$ cat config.mk
export PLATFORM = sky130hd
export DESIGN_NAME = sters_cmp
export DESIGN_NICKNAME = d
export VERILOG_FILES = /design/src/sters_pkg.sv /design/src/sters_cmp.sv
export SDC_FILE = /design/constraint.sdc
export NUM_CORES = 1
export LEC_CHECK = 0
export BUFFER_PORTS_ARGS = -buffer_cell sky130_fd_sc_hd__clkbuf_2
export CORE_ASPECT_RATIO = 0.9
export CORE_MARGIN = 5
export CORE_UTILIZATION = 35
export DETAILED_ROUTE_END_ITERATION = 12
export GPL_TIMING_DRIVEN = 0
export PLACE_DENSITY = 0.73
export SLEW_MARGIN = 20
export SYNTH_ARGS = -nofsm -noshare
export SYNTH_HDL_FRONTEND = slang
export SYNTH_SLANG_ARGS = --single-unit
export TNS_END_PERCENT = 50
$ cat constraint.sdc
create_clock -name vclk -period 3.5
set_input_delay 0.525 -clock vclk [all_inputs]
set_output_delay 0.525 -clock vclk [all_outputs]
set_load 0.005 [all_outputs]
$ cat src/sters_pkg.sv
// Package for the sorted table equal-range search unit.
// Holds field widths, action codes, sequencer states and the compare result type.
// No dependencies.
`default_nettype none

package sters_pkg;

  localparam int IDX_W = 10;
  localparam int VAL_W = 32;

  localparam logic ACT_LOAD  = 1'b0;
  localparam logic ACT_QUERY = 1'b1;

  typedef enum logic [2:0] {
    ST_IDLE,
    ST_PROBE,
    ST_BS_CMP,
    ST_LO_ISSUE,
    ST_LO_CMP,
    ST_HI_ISSUE,
    ST_HI_CMP,
    ST_RESULT
  } state_t;

  typedef struct packed {
    logic eq;
    logic lt;
  } cmp_res_t;

endpackage

`default_nettype wire

$ cat src/sters_cmp.sv
// Shared signed comparator used by every probe of the search.
// Depends on sters_pkg for widths and the compare result type.
`default_nettype none

module sters_cmp (
  input  wire logic signed [sters_pkg::VAL_W-1:0] entry,
  input  wire logic signed [sters_pkg::VAL_W-1:0] target,
  output sters_pkg::cmp_res_t                     res
);
  import sters_pkg::*;

  always_comb begin
    res.eq = (entry == target);
    res.lt = (entry < target);
  end

endmodule

`default_nettype wire

# Yosys cells after proc, flatten, opt, wreduce, memory -nomap -nowiden
# Index checks and enable logic that the tools add are counted.
[word_totals] output_inout_bits=2 reg_bits=0 input_bits=64
[classes] n_lt_le_gt_ge=1 eq_ne=1
[op_table] cell="32-bit == test" count=1
[op_table] cell="32-bit < comparator" count=1

# Logic depth before layout (Yosys ltp)
[depth] ltp_word=1 depth_mapped=7 ltp_nobuf=7

# Least setup slack after synthesis
# Ideal clock, no wire load.
[synth_timing] path_kind="input -> output" startpoint="input target[14] (netlist name)" endpoint="output res[0] (netlist name)" arrival_time_ps=1749 setup_slack_ps=1226 required_ps=2975 stages=7 n_path_buf=0 path_cell_list="inv_1 -> ha_1 -> a21oi_2 -> nand2_1 -> a221o_1 -> o31a_1 -> o22ai_2"
[synth_rtl] item="start, declared" line="sters_cmp.sv:7" rtl="input wire logic signed [sters_pkg::VAL_W-1:0] target,"
[synth_rtl] item="end, declared" line="sters_cmp.sv:8" rtl="output sters_pkg::cmp_res_t res"

==> flow_metrics.py <==
metrics = {
    "global_routing": {
        "groute.usage.overall_pct": 11.83,
        "grt_first_pass_wirelength_um": 3415,
        "grt_overflow": 0,
        "grt_pass1_vias": 928,
        "pin_count_of_the_biggest_net_entering_global_routing": 5,
        "number_of_antenna_violations_at_the_first_check_in_global_routing": 0,
    },
    "timing": {
        "final-hold-violation-count": 0,
        "worst_max_slew_pin_slew_ns": 0.3983,
        "rsz0062_at_grt": "false",
        "fin_tns_setup_ns": 0,
        "period_minus_slack_ns": 2.592,
        "final_max_slew_viol_count": 0,
        "timing.max_slew.rel_slack_pct": 73.20,
        "setup_viol_count_final": 0,
        "achievable-frequency_ghz": 0.3858,
        "layout_worst_path_cycle_share_pct": 74.05,
    },
    "drt": {
        "drt_iter0_markers": 15,
        "wire_per_inst_um": 10.34,
        "drc": 0,
        "via_count": 962,
        "totalWireLength_um": 2131,
        "detail_route.first_pass.iterations": 2,
        "final_antenna_net_count": 0,
        "vias_per_inst": 4.670,
    },
    "clock_tree": {
        "cts_repair_resize_count": 0,
        "holdBufCountCts": 0,
        "cts.repair_timing.setup_buffer_count": 0,
    },
    "critical_path": {
        "path_class": "in -> out",
        "worst_ep_required_time_ns": 2.97,
        "critical_path_arrival_ns": 2.07,
        "critical_path_peak_fanout": 2,
        "critPathLaunchType": "input port",
        "worstSetupEndpointType": "output port",
    },
    "die": {
        "io_pins": 66,
        "die_w_um": 61.05,
        "die_h_um": 55.94,
        "row_count": 16,
        "die_area_sq_mm": 0.003415,
        "start_util_pct": 37.27,
        "core_area_sq_mm": 0.002202,
    },
    "yosys": {
        "postSynthAreaPerCell_sq_um": 7.264,
        "yosys.area.top_type_share_pct": 48.78,
        "synth_warnings": 0,
        "synth_cell_types": 24,
        "synth_top_area_cell": "sky130_fd_sc_hd__ha_1",
        "synth.area.top_cells": "sky130_fd_sc_hd__ha_1 49%, sky130_fd_sc_hd__inv_1 15%, sky130_fd_sc_hd__a21oi_1 6.7%, sky130_fd_sc_hd__nand4_1 4.6%, sky130_fd_sc_hd__nand2_1 3.2%",
        "synth.yosys.seq_area_share_pct": 0,
        "synth_nets": 209,
        "netlist_instances": 113,
        "synth_area_sq_um": 820.8,
        "synthTopCellsByCount": "32 x sky130_fd_sc_hd__ha_1, 32 x sky130_fd_sc_hd__inv_1, 11 x sky130_fd_sc_hd__a21oi_1, 7 x sky130_fd_sc_hd__nand2_1, 6 x sky130_fd_sc_hd__nand4_1",
    },
    "pwr": {
        "peakVddDrop_mv": 0.06110,
        "p_leak_nw": 0.7782,
        "p_per_area_mw_per_mm2": 100.2,
        "total_power_uw": 118.7,
    },
    "placed_design": {
        "dp.final_hpwl_um": 2127,
        "postPlaceCellArea_sq_mm": 0.001185,
        "placed_cells_incl_taps": 206,
        "globalplace.congestion": 0.7019,
        "io_buffer_count": 66,
    },
    "final_layout": {
        "drive_gt1_share_pct": 39.66,
        "ff_latch_count": 0,
        "layout.cells.non_filler": 206,
        "final_core_utilization_pct": 53.81,
        "clkbuf_count": 0,
        "area.growth.synth_to_final_pct": 44.36,
        "design.final.nets": 277,
        "finish.instance_area_sq_mm": 0.001185,
        "ff_latch_area_sq_um": 0,
        "antennaDiodeCount": 0,
    },
    "run_status": {
        "outcome": "complete, no violations",
    },
    "min_path": {
        "hold_path.class": "in -> out",
    },
    "job": {
        "max_cap_viol_count": 0,
    },
}
cells by family (layout without fill, tap and decap cells):
| kind of cell | after synthesis | count (layout) | synth area share, % |
|---|---|---|---|
| compound gates | 25 | 25 | 20.58 |
| fa+ha+maj | 32 | 32 | 48.78 |
| simple gates | 24 | 24 | 16.01 |
| buf+inv | 32 | 98 | 14.63 |
final timing paths:
path | slack (ns) | endpoint | depth (start not counted) | start
hold / removal | 1.53 | res[0] | 4 | entry[31]
setup / recovery | 0.91 | res[0] | 9 | target[5]
final cells by class:
cell class	count	area, sq um
tap	27	33.78
inverter	32	120.1
timing repair buffer	66	330.3
multi-input combinational	81	700.7
fill	214	1017
power by group:
group	switching, mW	internal, mW
Sequential	0	0
Combinational	0.0554	0.0633
Clock	0	0
Total	0.0554	0.0633
metal layers:
layer  GRT usage, %  share of wire [%]  up-vias  routed length [um]
met5              0                  0        -                   0
met4              0                  0        0                   0
met3         0.9281                8.8        0                 188
met2          24.02                 54       34                1148
met1          13.33                 37      399                 795
li1               -                  -      529                   -
cells in the final DEF, fill, tap and decap left out:
cell type,instances
sky130_fd_sc_hd__a221oi_1,1
sky130_fd_sc_hd__o2111ai_1,1
sky130_fd_sc_hd__nand4_1,6
sky130_fd_sc_hd__nor4_1,1
sky130_fd_sc_hd__nand3_1,2
sky130_fd_sc_hd__a21boi_2,1
sky130_fd_sc_hd__clkbuf_2,66
sky130_fd_sc_hd__a21oi_1,11
sky130_fd_sc_hd__o211ai_1,1
sky130_fd_sc_hd__a21o_1,2
sky130_fd_sc_hd__o31a_1,1
sky130_fd_sc_hd__a211oi_1,1
sky130_fd_sc_hd__nor2b_1,1
sky130_fd_sc_hd__o21ai_1,1
sky130_fd_sc_hd__inv_1,32
sky130_fd_sc_hd__nand2_1,7
sky130_fd_sc_hd__o21ai_0,2
sky130_fd_sc_hd__a221o_1,1
sky130_fd_sc_hd__ha_1,32
sky130_fd_sc_hd__nor4_2,1
sky130_fd_sc_hd__nand4_2,1
sky130_fd_sc_hd__o22ai_2,1
sky130_fd_sc_hd__nor2_1,4
sky130_fd_sc_hd__nor3_1,1
sky130_fd_sc_hd__a21oi_2,1
critical path, cell delays in order:
cell	delay, ns
sky130_fd_sc_hd__clkbuf_2	0.07
sky130_fd_sc_hd__inv_1	0.03
sky130_fd_sc_hd__ha_1	0.29
sky130_fd_sc_hd__a21oi_1	0.17
sky130_fd_sc_hd__o21ai_0	0.11
sky130_fd_sc_hd__a221o_1	0.32
sky130_fd_sc_hd__o31a_1	0.32
sky130_fd_sc_hd__o22ai_2	0.10
sky130_fd_sc_hd__clkbuf_2	0.13
per-stage QoR:
step,hold slack [ns],worst slack (ns)
CTS,1.535,0.9090
detailed placement,1.534,0.9190
finish,1.532,0.9081
global route,1.557,0.7945
global placement,1.529,0.9428
floorplan,1.309,1.226
Note: power is estimated with default switching activity, not from simulation.
